File: config.mk
export PLATFORM = sky130hd
export DESIGN_NAME = traceparent_comment_parser_unit
export DESIGN_NICKNAME = d
export VERILOG_FILES = /design/src/rtl/core/trcp_pkg.sv /design/src/rtl/core/trcp_scan.sv /design/src/rtl/core/traceparent_comment_parser_unit.sv
export SDC_FILE = /design/constraint.sdc
export NUM_CORES = 1
export LEC_CHECK = 0
export BUFFER_PORTS_ARGS = -buffer_cell sky130_fd_sc_hd__buf_2
export CORE_MARGIN = 2
export CORE_UTILIZATION = 55
export DETAILED_ROUTE_END_ITERATION = 8
export PLACE_DENSITY = 0.81
export REMOVE_ABC_BUFFERS = 1
export SLEW_MARGIN = 25
export SYNTH_ARGS = -nofsm -noshare
export SYNTH_HDL_FRONTEND = slang
export SYNTH_SLANG_ARGS = --single-unit
File: constraint.sdc
create_clock -name clk -period 27.1 [get_ports clk]
set_input_delay 8.13 -clock clk [delete_from_list [all_inputs] [get_ports clk]]
set_output_delay 8.13 -clock clk [all_outputs]
set_load 0.02 [all_outputs]
File: src/rtl/core/trcp_pkg.sv
// ----------------------------------------------------------------------------
// trcp_pkg: shared types, constants and helpers for the traceparent parser
// Marker spelling, value-field offsets, status codes and hex decoding.
// ----------------------------------------------------------------------------
package trcp_pkg;

  // Default text length limit; bytes at or past this index are dropped
  localparam longint unsigned MAX_TEXT_DEF = 64'd65535;

  // "traceparent='" marker and the minimum marker-to-end distance
  localparam int MARK_LEN = 13;
  localparam int MIN_SPAN = 55 + 13;

  // Offsets inside the value, counted from the byte after the marker
  localparam int DASH_A_OFS   = 2;
  localparam int TRACE_FIRST  = 3;
  localparam int TRACE_LAST   = 34;
  localparam int DASH_B_OFS   = 35;
  localparam int PARENT_FIRST = 36;
  localparam int PARENT_LAST  = 51;
  localparam int DASH_C_OFS   = 52;
  localparam int FLAGS_FIRST  = 53;
  localparam int FLAGS_LAST   = 54;

  // Field check bits
  localparam int FV_DASH_A = 0;
  localparam int FV_TRACE  = 1;
  localparam int FV_DASH_B = 2;
  localparam int FV_PARENT = 3;
  localparam int FV_DASH_C = 4;
  localparam int FV_FLAGS  = 5;

  // Parse status codes
  localparam logic [1:0] STAT_NONE   = 2'd0;
  localparam logic [1:0] STAT_TRACE  = 2'd1;
  localparam logic [1:0] STAT_PARENT = 2'd2;
  localparam logic [1:0] STAT_ALL    = 2'd3;

  // Characters of interest
  localparam logic [7:0] CH_SLASH = 8'h2F;
  localparam logic [7:0] CH_STAR  = 8'h2A;
  localparam logic [7:0] CH_DASH  = 8'h2D;

  // One input byte as carried through the input register
  typedef struct packed {
    logic [7:0] text_byte;
    logic       last_byte;
    logic       parameter_form;
  } trcp_item_t;

  // One result
  typedef struct packed {
    logic [1:0]  parse_status;
    logic [63:0] trace_id_high;
    logic [63:0] trace_id_low;
    logic [63:0] parent_span_id;
    logic [7:0]  sampled_flags;
  } trcp_result_t;

  // Marker character at position k
  function automatic logic [7:0] mark_char(input logic [3:0] k);
    logic [7:0] ch;
    case (k)
      4'd0:    ch = "t";
      4'd1:    ch = "r";
      4'd2:    ch = "a";
      4'd3:    ch = "c";
      4'd4:    ch = "e";
      4'd5:    ch = "p";
      4'd6:    ch = "a";
      4'd7:    ch = "r";
      4'd8:    ch = "e";
      4'd9:    ch = "n";
      4'd10:   ch = "t";
      4'd11:   ch = "=";
      4'd12:   ch = 8'h27;
      default: ch = 8'h00;
    endcase
    return ch;
  endfunction

  // Longest proper border of the first k marker characters
  function automatic logic [3:0] mark_fallback(input logic [3:0] k);
    logic [3:0] fb;
    case (k)
      4'd11:   fb = 4'd1;
      default: fb = 4'd0;
    endcase
    return fb;
  endfunction

  // Matcher step; the border chain is at most two links deep
  function automatic logic [3:0] mark_step(input logic [3:0] k_in, input logic [7:0] c);
    logic [3:0] k;
    k = (k_in >= 4'(MARK_LEN)) ? 4'd0 : k_in;
    for (int i = 0; i < 2; i++) begin
      if (k != 4'd0 && c != mark_char(k)) k = mark_fallback(k);
    end
    if (c == mark_char(k)) k = k + 4'd1;
    return k;
  endfunction

  // Hex digit decode; bit 4 set means not a hex digit
  function automatic logic [4:0] hex_nibble(input logic [7:0] c);
    logic [4:0] h;
    if (c >= "0" && c <= "9")      h = 5'(c - 8'h30);
    else if (c >= "a" && c <= "f") h = 5'(c - 8'h57);
    else if (c >= "A" && c <= "F") h = 5'(c - 8'h37);
    else                           h = 5'd16;
    return h;
  endfunction

endpackage

File: src/rtl/core/trcp_scan.sv
// ----------------------------------------------------------------------------
// trcp_scan: per-byte scanner state and result evaluation
// Tracks opener, closer, marker match and value fields; forms the result
// combinationally from the byte being retired and clears at the last byte.
// ----------------------------------------------------------------------------
module trcp_scan #(
  parameter longint unsigned MAX_TEXT = trcp_pkg::MAX_TEXT_DEF
) (
  input  logic                  clk,
  input  logic                  rst_n,
  input  logic                  adv,
  input  trcp_pkg::trcp_item_t  item,
  output trcp_pkg::trcp_result_t result
);
  import trcp_pkg::*;

  localparam int POS_W = $clog2(MAX_TEXT + 1);

  logic [POS_W-1:0] cnt_r, cnt_nxt;
  logic             opener_ok_r, opener_ok_nxt;
  logic             closer_found_r, closer_found_nxt;
  logic [POS_W-1:0] closer_pos_r, closer_pos_nxt;
  logic [7:0]       prev_byte_r, prev_byte_nxt;
  logic [3:0]       mark_prog_r, mark_prog_nxt;
  logic             mark_found_r, mark_found_nxt;
  logic [POS_W-1:0] mark_pos_r, mark_pos_nxt;
  logic [63:0]      trace_hi_r, trace_hi_nxt;
  logic [63:0]      trace_lo_r, trace_lo_nxt;
  logic [63:0]      parent_r, parent_nxt;
  logic [7:0]       flags_r, flags_nxt;
  logic [5:0]       fvalid_r, fvalid_nxt;

  logic             take;
  logic [7:0]       c;
  logic [4:0]       hex;
  logic [POS_W:0]   val_start;
  logic [POS_W:0]   rel;
  logic [POS_W:0]   rel_m3;
  logic [3:0]       k_new;
  logic [POS_W-1:0] end_pos;
  logic             ok;

  assign c    = item.text_byte;
  assign take = (cnt_r != POS_W'(MAX_TEXT));
  assign hex  = hex_nibble(c);
  assign val_start = {1'b0, mark_pos_r} + (POS_W+1)'(MARK_LEN);
  assign rel       = {1'b0, cnt_r} - val_start;
  assign rel_m3    = rel - (POS_W+1)'(TRACE_FIRST);
  assign k_new     = mark_step(mark_prog_r, c);

  // Byte update
  always_comb begin
    cnt_nxt          = cnt_r;
    opener_ok_nxt    = opener_ok_r;
    closer_found_nxt = closer_found_r;
    closer_pos_nxt   = closer_pos_r;
    prev_byte_nxt    = prev_byte_r;
    mark_prog_nxt    = mark_prog_r;
    mark_found_nxt   = mark_found_r;
    mark_pos_nxt     = mark_pos_r;
    trace_hi_nxt     = trace_hi_r;
    trace_lo_nxt     = trace_lo_r;
    parent_nxt       = parent_r;
    flags_nxt        = flags_r;
    fvalid_nxt       = fvalid_r;
    if (take) begin
      // comment opener
      if (cnt_r == '0 && c != CH_SLASH) opener_ok_nxt = 1'b0;
      if (cnt_r == POS_W'(1) && c != CH_STAR) opener_ok_nxt = 1'b0;
      // first closer
      if (!closer_found_r && cnt_r != '0 && prev_byte_r == CH_STAR && c == CH_SLASH) begin
        closer_found_nxt = 1'b1;
        closer_pos_nxt   = cnt_r - POS_W'(1);
      end
      if (mark_found_r) begin
        // value fields
        if ({1'b0, cnt_r} >= val_start) begin
          if (rel == (POS_W+1)'(DASH_A_OFS)) begin
            if (c != CH_DASH) fvalid_nxt[FV_DASH_A] = 1'b0;
          end else if (rel == (POS_W+1)'(DASH_B_OFS)) begin
            if (c != CH_DASH) fvalid_nxt[FV_DASH_B] = 1'b0;
          end else if (rel == (POS_W+1)'(DASH_C_OFS)) begin
            if (c != CH_DASH) fvalid_nxt[FV_DASH_C] = 1'b0;
          end else if (rel >= (POS_W+1)'(TRACE_FIRST) && rel <= (POS_W+1)'(TRACE_LAST)) begin
            if (hex[4]) fvalid_nxt[FV_TRACE] = 1'b0;
            else if (!rel_m3[4]) trace_hi_nxt = {trace_hi_r[59:0], hex[3:0]};
            else trace_lo_nxt = {trace_lo_r[59:0], hex[3:0]};
          end else if (rel >= (POS_W+1)'(PARENT_FIRST) && rel <= (POS_W+1)'(PARENT_LAST)) begin
            if (hex[4]) fvalid_nxt[FV_PARENT] = 1'b0;
            else parent_nxt = {parent_r[59:0], hex[3:0]};
          end else if (rel >= (POS_W+1)'(FLAGS_FIRST) && rel <= (POS_W+1)'(FLAGS_LAST)) begin
            if (hex[4]) fvalid_nxt[FV_FLAGS] = 1'b0;
            else flags_nxt = {flags_r[3:0], hex[3:0]};
          end
        end
      end else begin
        // marker search
        if (k_new >= 4'(MARK_LEN)) begin
          mark_found_nxt = 1'b1;
          mark_pos_nxt   = cnt_r - POS_W'(MARK_LEN - 1);
          mark_prog_nxt  = 4'd0;
        end else begin
          mark_prog_nxt = k_new;
        end
      end
      prev_byte_nxt = c;
      cnt_nxt       = cnt_r + POS_W'(1);
    end
  end

  // Result evaluation from the updated state
  always_comb begin
    if (item.parameter_form) begin
      ok      = 1'b1;
      end_pos = cnt_nxt;
    end else begin
      ok      = opener_ok_nxt && (cnt_nxt >= POS_W'(2)) && closer_found_nxt;
      end_pos = closer_pos_nxt;
    end
    ok = ok && mark_found_nxt
         && ({1'b0, end_pos} >= ({1'b0, mark_pos_nxt} + (POS_W+1)'(MIN_SPAN)))
         && fvalid_nxt[FV_DASH_A] && fvalid_nxt[FV_DASH_B] && fvalid_nxt[FV_DASH_C];
    result = '0;
    if (ok && fvalid_nxt[FV_TRACE]) begin
      result.parse_status  = STAT_TRACE;
      result.trace_id_high = trace_hi_nxt;
      result.trace_id_low  = trace_lo_nxt;
      if (fvalid_nxt[FV_PARENT]) begin
        result.parse_status   = STAT_PARENT;
        result.parent_span_id = parent_nxt;
        if (fvalid_nxt[FV_FLAGS]) begin
          result.parse_status  = STAT_ALL;
          result.sampled_flags = flags_nxt;
        end
      end
    end
  end

  // State registers; the last byte returns everything to the idle state
  always_ff @(posedge clk) begin
    if (!rst_n || (adv && item.last_byte)) begin
      cnt_r          <= '0;
      opener_ok_r    <= 1'b1;
      closer_found_r <= 1'b0;
      closer_pos_r   <= '0;
      prev_byte_r    <= '0;
      mark_prog_r    <= '0;
      mark_found_r   <= 1'b0;
      mark_pos_r     <= '0;
      trace_hi_r     <= '0;
      trace_lo_r     <= '0;
      parent_r       <= '0;
      flags_r        <= '0;
      fvalid_r       <= '1;
    end else if (adv) begin
      cnt_r          <= cnt_nxt;
      opener_ok_r    <= opener_ok_nxt;
      closer_found_r <= closer_found_nxt;
      closer_pos_r   <= closer_pos_nxt;
      prev_byte_r    <= prev_byte_nxt;
      mark_prog_r    <= mark_prog_nxt;
      mark_found_r   <= mark_found_nxt;
      mark_pos_r     <= mark_pos_nxt;
      trace_hi_r     <= trace_hi_nxt;
      trace_lo_r     <= trace_lo_nxt;
      parent_r       <= parent_nxt;
      flags_r        <= flags_nxt;
      fvalid_r       <= fvalid_nxt;
    end
  end

  // Checks
  a_prog_range: assert property (@(posedge clk) disable iff (!rst_n)
    mark_prog_r < 4'(MARK_LEN))
    else $error("marker progress out of range");

  a_cnt_limit: assert property (@(posedge clk) disable iff (!rst_n)
    {1'b0, cnt_r} <= (POS_W+1)'(MAX_TEXT))
    else $error("byte count past limit");

  a_clear_after_last: assert property (@(posedge clk) disable iff (!rst_n)
    adv && item.last_byte |=> cnt_r == '0 && fvalid_r == 6'h3F && !mark_found_r)
    else $error("scanner state not cleared after last byte");

  a_marker_held: assert property (@(posedge clk) disable iff (!rst_n)
    mark_found_r && !(adv && item.last_byte) |=> mark_found_r && $stable(mark_pos_r))
    else $error("marker position changed mid-text");

endmodule

File: src/rtl/core/traceparent_comment_parser_unit.sv
// ----------------------------------------------------------------------------
// traceparent_comment_parser_unit: streaming traceparent extractor
// Takes text one byte per input transfer on in_valid/in_ready; in_last_byte
// ends a text and in_parameter_form (sampled with that byte) selects bare
// parameter text instead of a /* ... */ comment. Each text yields exactly
// one result transfer on out_valid/out_ready: parse status, 128-bit trace
// id, parent span id and flags, with unparsed fields zero.
// Throughput: one byte per cycle while in_ready is high; the scanner update is
// a single pass of compare and shift logic between the input register and
// scanner state. A last byte's result is loaded into the output register,
// which drives out_valid. A stalled result is held there; bytes that are not
// last keep flowing, and a following last byte waits in the input register
// until the output register frees, so in_ready drops only in that case.
// Reset (rst_n low, synchronous) empties both registers and clears the
// scanner, so the next byte starts a new text.
// ----------------------------------------------------------------------------
module traceparent_comment_parser_unit #(
  parameter longint unsigned MAX_TEXT = trcp_pkg::MAX_TEXT_DEF
) (
  input  logic        clk,
  input  logic        rst_n,
  input  logic        in_valid,
  output logic        in_ready,
  input  logic [7:0]  in_text_byte,
  input  logic        in_last_byte,
  input  logic        in_parameter_form,
  output logic        out_valid,
  input  logic        out_ready,
  output logic [1:0]  out_parse_status,
  output logic [63:0] out_trace_id_high,
  output logic [63:0] out_trace_id_low,
  output logic [63:0] out_parent_span_id,
  output logic [7:0]  out_sampled_flags
);
  import trcp_pkg::*;

  logic         s1_valid_r, s1_valid_nxt;
  trcp_item_t   s1_item_r;
  logic         out_valid_r, out_valid_nxt;
  trcp_result_t out_res_r;
  trcp_result_t scan_res;
  logic         s1_adv;
  logic         in_xfer;
  logic         res_load;

  // Stage handshake
  assign s1_adv   = s1_valid_r && (!s1_item_r.last_byte || !out_valid_r || out_ready);
  assign in_ready = !s1_valid_r || s1_adv;
  assign in_xfer  = in_valid && in_ready;
  assign res_load = s1_adv && s1_item_r.last_byte;

  assign s1_valid_nxt  = in_xfer ? 1'b1 : (s1_adv ? 1'b0 : s1_valid_r);
  assign out_valid_nxt = res_load ? 1'b1 : (out_ready ? 1'b0 : out_valid_r);

  // Scanner
  trcp_scan #(
    .MAX_TEXT (MAX_TEXT)
  ) u_scan (
    .clk    (clk),
    .rst_n  (rst_n),
    .adv    (s1_adv),
    .item   (s1_item_r),
    .result (scan_res)
  );

  // Control registers
  always_ff @(posedge clk) begin
    if (!rst_n) begin
      s1_valid_r  <= 1'b0;
      out_valid_r <= 1'b0;
    end else begin
      s1_valid_r  <= s1_valid_nxt;
      out_valid_r <= out_valid_nxt;
    end
  end

  // Input register
  always_ff @(posedge clk) begin
    if (in_xfer) begin
      s1_item_r.text_byte      <= in_text_byte;
      s1_item_r.last_byte      <= in_last_byte;
      s1_item_r.parameter_form <= in_parameter_form;
    end
  end

  // Result register
  always_ff @(posedge clk) begin
    if (res_load) begin
      out_res_r <= scan_res;
    end
  end

  assign out_valid          = out_valid_r;
  assign out_parse_status   = out_res_r.parse_status;
  assign out_trace_id_high  = out_res_r.trace_id_high;
  assign out_trace_id_low   = out_res_r.trace_id_low;
  assign out_parent_span_id = out_res_r.parent_span_id;
  assign out_sampled_flags  = out_res_r.sampled_flags;

  // Checks
  a_last_gives_result: assert property (@(posedge clk) disable iff (!rst_n)
    res_load |=> out_valid_r)
    else $error("last byte retired without a result");

  a_no_overwrite: assert property (@(posedge clk) disable iff (!rst_n)
    res_load |-> !out_valid_r || out_ready)
    else $error("result register overwritten while full");

  a_none_is_zero: assert property (@(posedge clk) disable iff (!rst_n)
    out_valid_r && out_parse_status == STAT_NONE |->
      out_trace_id_high == '0 && out_trace_id_low == '0)
    else $error("trace id nonzero with empty status");

  a_partial_fields: assert property (@(posedge clk) disable iff (!rst_n)
    out_valid_r && out_parse_status != STAT_ALL |-> out_sampled_flags == '0)
    else $error("flags nonzero without full parse");

endmodule

==> summary.md <==
| Metric | Value |
|---|---|
| #FFs+latches synth | 483 |
| Asr flop ratio synth | 0% |
| Post-CTS Setup Repair Bufs | 0 |
| Reg clk slew, reported paths | roughly 0.06 ns |
| CP Buf/Inv Count | 2 |
| Most frequent CP cell | buf_2 |
| Yosys warns | 0 |
| Cells after DPL | 3328 |
| DRT met1 WL | between 20 and 30 mm |
| Die height | about 220 µm |
| Placed inst area | 25840 µm² |
| Vias per inst | roughly 6 |
| Clk_lat worst skew | ~0.60 ns |
| Final Hold Viols | 0 |
| DR iter-0 viols | 1770 |
| Largest net degree at the start of global routing | 200 |
| Post-CTS Resized | 0 |
| CP cell instances | buf_2, nor2b_1, nand3_1, buf_2 |
| Port Buffers | 217 |
| Slowest stage cell, crit path | nor2b_1 |
| Max stage delay on crit path | ~0.25 ns |
| ANT cells | 0 |
| CTS tree | yes |
| Fin crit period | approximately 17 ns |
| Worst endpoint required time | about 19 ns |
| Kind of end point of the critical path | primary output |
| Gate Count Post-Synth | approximately 2.7k |
| Post-synth top flop | dfxtp_1 |
| Maxcap violations | 0 |
| Clock Sinks | between 400 and 500 |
| WHS | between 0.4 and 0.5 ns |
| Final Net Count | 2858 |
| GRT Util Overall | about a quarter |
| Synth cell types | 81 |
| Metal3 WL | 3.966 mm |
| Critical path's top delay family | simple AND/OR/NAND/NOR gates |
| DR WL/cell | around 18 µm |
| Top layer reached by signal wires | met4 |
| Syn Area/Cell | slightly above 9 µm² |
| Fin area | ~28000 µm² |
| Drt total wl | 61.30 mm |
| R2r setup slk | 13.67 ns |
| Reg2reg path depth | 47 |
| CTS H-tree lvls | 2 |
| Slew at the pin closest to its max-slew limit | 1.022 ns |
| Starting Density | a little under three fifths |
| Levels on crit path | 4 |
| Slew HR | between 30% and 40% |
| Routed Antenna Nets | 0 |
| Drt pass-1 iters | 6 |
| Vias in the first global route | around 19k |
| Setup Skew | a little under 0.02 ns |
| Core Region | between 40000 and 50000 µm² |
| Final Non-Filler Cells | 3425 |
| Filler cells | around 3.6k |
| Sum Neg Setup Slack | 0 ns |
| CP startpoint kind | input pin |
| Layout Area Growth over Synthesis | 12.48% |
| GPL Wtd Cong | just under 1 |
| Met2 WL post-DR | about 30 mm |
| Leakage | just under 0.01 µW |
| Core Rows | slightly below 80 |
| Period utilization | a little over three fifths |
| Fmax | between 50 and 60 MHz |
| Worst setup endpoint | in_ready |
| Total congestion overflow | 0 |
| Register area share after synthesis | between 40% and 50% |
| Ports | roughly 220 |
| Die W | approximately 220 µm |
| Crit Path Class | in2out |
| Status | completed |
| Hold Path Class | reg2reg |
| Critical Path AT | approximately 9 ns |
| Worst flop-to-flop path startpoint | u_scan.mark_prog_r[1]$_SDFFE_PP0P_ |
| Post-synth EDFFs | between 200 and 250 |
| Slew Limit Fails | 0 |
| Crit path from | out_ready |
| First-pass GRT wire length | between 90 and 100 mm |
| Drc violations | 0 |
| Post-CTS Hold Fix Bufs | 0 |
| HPWL after detailed placement | approximately 40 mm |
| Via count | 19.98k |
| Clock Path Buffers | 3 |
| CTS buffer count | 50 |
| Clock root buffer master | clkbuf_16 |
| Worst R2R End | out_trace_id_high[49]$_SDFFCE_PN0P_ |
| Final setup viols | 0 |
| Cell Area, Synth | 24490 µm² |
| Overall power | roughly 1500 µW |
| Power Dens Cells | approximately 55 nW/µm² |
| Share of cells above drive strength 1 | between 10 and 15% |
| Initial antenna violation count | 0 |
| Maximum vdd drop | around 0.056 mV |
| Die area | about 46000 µm² |
| RSZ-0062 raised after global routing | false |
| Crit Path Max Fanout | 4 |
layout by cell type (no fill, tap or decap), types with 17 or more instances in the layout:
master,synthesis,routed
a211oi_1,20,20
a21oi_1,270,270
buf_2,20,217
buf_4,0,25
clkbuf_16,0,50
dfxtp_1,271,271
edfxtp_1,212,212
ha_1,52,52
inv_1,40,40
mux2i_1,222,222
nand2_1,523,520
nand3_1,35,35
nand4_1,30,30
nor2_1,285,284
nor3_1,53,53
nor3_2,51,51
nor4_1,18,17
o21ai_0,64,63
xnor2_1,49,49
xor2_1,47,47
logic make-up after synthesis:
group                    synth area share, %
AO/OA/AOI/OAI                          11.50
flip-flops                             48.14
adder cells (fa/ha/maj)                2.738
buffers and inverters                  3.796
XOR/XNOR                               3.433
multiplexers                           9.211
AND/OR/NAND/NOR                        21.18
synthesized netlist by cell type (14+ instances only):
cell type / n / share of area (%)
mux2i_1: 222 / 9.1
edfxtp_1: 212 / 26
xor2_1: 47 / 1.7
ha_1: 52 / 2.7
o21a_1: 14 / 0.43
nand2b_1: 17 / 0.43
nor2_1: 285 / 4.4
nand4_1: 30 / 0.77
a21oi_1: 270 / 5.5
and2_1: 17 / 0.43
buf_2: 20 / 0.41
a211oi_1: 20 / 0.61
nand2_1: 523 / 8.0
nor2b_1: 15 / 0.38
nand3_1: 35 / 0.72
nor3_1: 53 / 1.1
nor3_2: 51 / 2.1
o21ai_0: 64 / 1.3
xnor2_1: 49 / 1.8
dfxtp_1: 271 / 22
clkbuf_1: 160 / 2.5
nor4_1: 18 / 0.46
inv_1: 40 / 0.61
sequential cells by signal (all words and copies together), names as in the netlist:
| signal | count |
|---|---|
| out_parent_span_id | 64 |
| out_parse_status | 2 |
| out_sampled_flags | 8 |
| out_trace_id_high | 64 |
| out_trace_id_low | 64 |
| out_valid | 1 |
| s1_item_r | 10 |
| s1_valid_r | 1 |
| u_scan.closer_found_r | 1 |
| u_scan.closer_pos_r | 16 |
| u_scan.cnt_r | 16 |
| u_scan.flags_r | 8 |
| u_scan.fvalid_r | 6 |
| u_scan.mark_found_r | 1 |
| u_scan.mark_pos_r | 16 |
| u_scan.mark_prog_r | 4 |
| u_scan.opener_ok_r | 1 |
| u_scan.parent_r | 64 |
| u_scan.prev_byte_r | 8 |
| u_scan.trace_hi_r | 64 |
| u_scan.trace_lo_r | 64 |
through the flow:
step           worst slack, ns  util [%]
3_5_place_dp             10.19     58.57
4_1_cts                  10.19     62.20
5_1_grt                  10.11     62.43
2_1_floorplan            8.889         -
3_3_place_gp             10.23     58.52
6_report                 10.16     62.43
where the power goes:
part / switching, µW / internal (µW)
clock: 289 / 379
combinational: 50.3 / 22.8
sequential: 6.27 / 761
total: 346 / 1160
area by class of cell:
class / instances / area, µm² / share of cell area [%]
multi-input cells: 1966 / 11850 / 43.01
flip-flops and latches: 483 / 11790 / 42.80
repair buffers: 249 / 1411 / 5.123
clock buffers: 64 / 1334 / 4.842
well taps: 592 / 740.7 / 2.689
clock inverters: 30 / 269.0 / 0.9765
inverters: 41 / 153.9 / 0.5586
worst min path at each step:
stage	start	end	slack (ns)	cells after the start
after detailed placement	u_scan.fvalid_r[0]$_SDFFE_PP1P_	u_scan.fvalid_r[0]$_SDFFE_PP1P_	0.44	1
after CTS	u_scan.prev_byte_r[1]$_SDFFE_PP0P_	u_scan.prev_byte_r[1]$_SDFFE_PP0P_	0.46	2
after floorplan	u_scan.fvalid_r[0]$_SDFFE_PP1P_	u_scan.fvalid_r[0]$_SDFFE_PP1P_	0.43	1
after global placement	u_scan.parent_r[61]$_SDFFE_PP0P_	u_scan.parent_r[61]$_SDFFE_PP0P_	0.44	2
final	u_scan.trace_hi_r[63]$_SDFFE_PP0P_	u_scan.trace_hi_r[63]$_SDFFE_PP0P_	0.45	2
after global routing	u_scan.prev_byte_r[1]$_SDFFE_PP0P_	u_scan.prev_byte_r[1]$_SDFFE_PP0P_	0.47	2
layer usage:
| metal | GRT usage (%) | vias to the layer above |
|---|---|---|
| met2 | 42.50 | 705 |
| met4 | 8.184 | 0 |
| met3 | 3.737 | 123 |
| met5 | 0 | - |
| met1 | 34.69 | 9547 |
| li1 | - | 9607 |
worst register-to-register path, delay by kind of cell, from the launching register on:
kind / cells / cell delay [ns]
and+or+nand+nor: 18 / 4.22
buffers and inverters: 2 / 0.87
AOI/OAI and AO/OA: 21 / 5.54
adders and majority gates: 5 / 1.62
xor gates and xnor gates: 1 / 0.15
DFF: 1 / 0.74
Note: power is estimated with default switching activity, not from simulation.
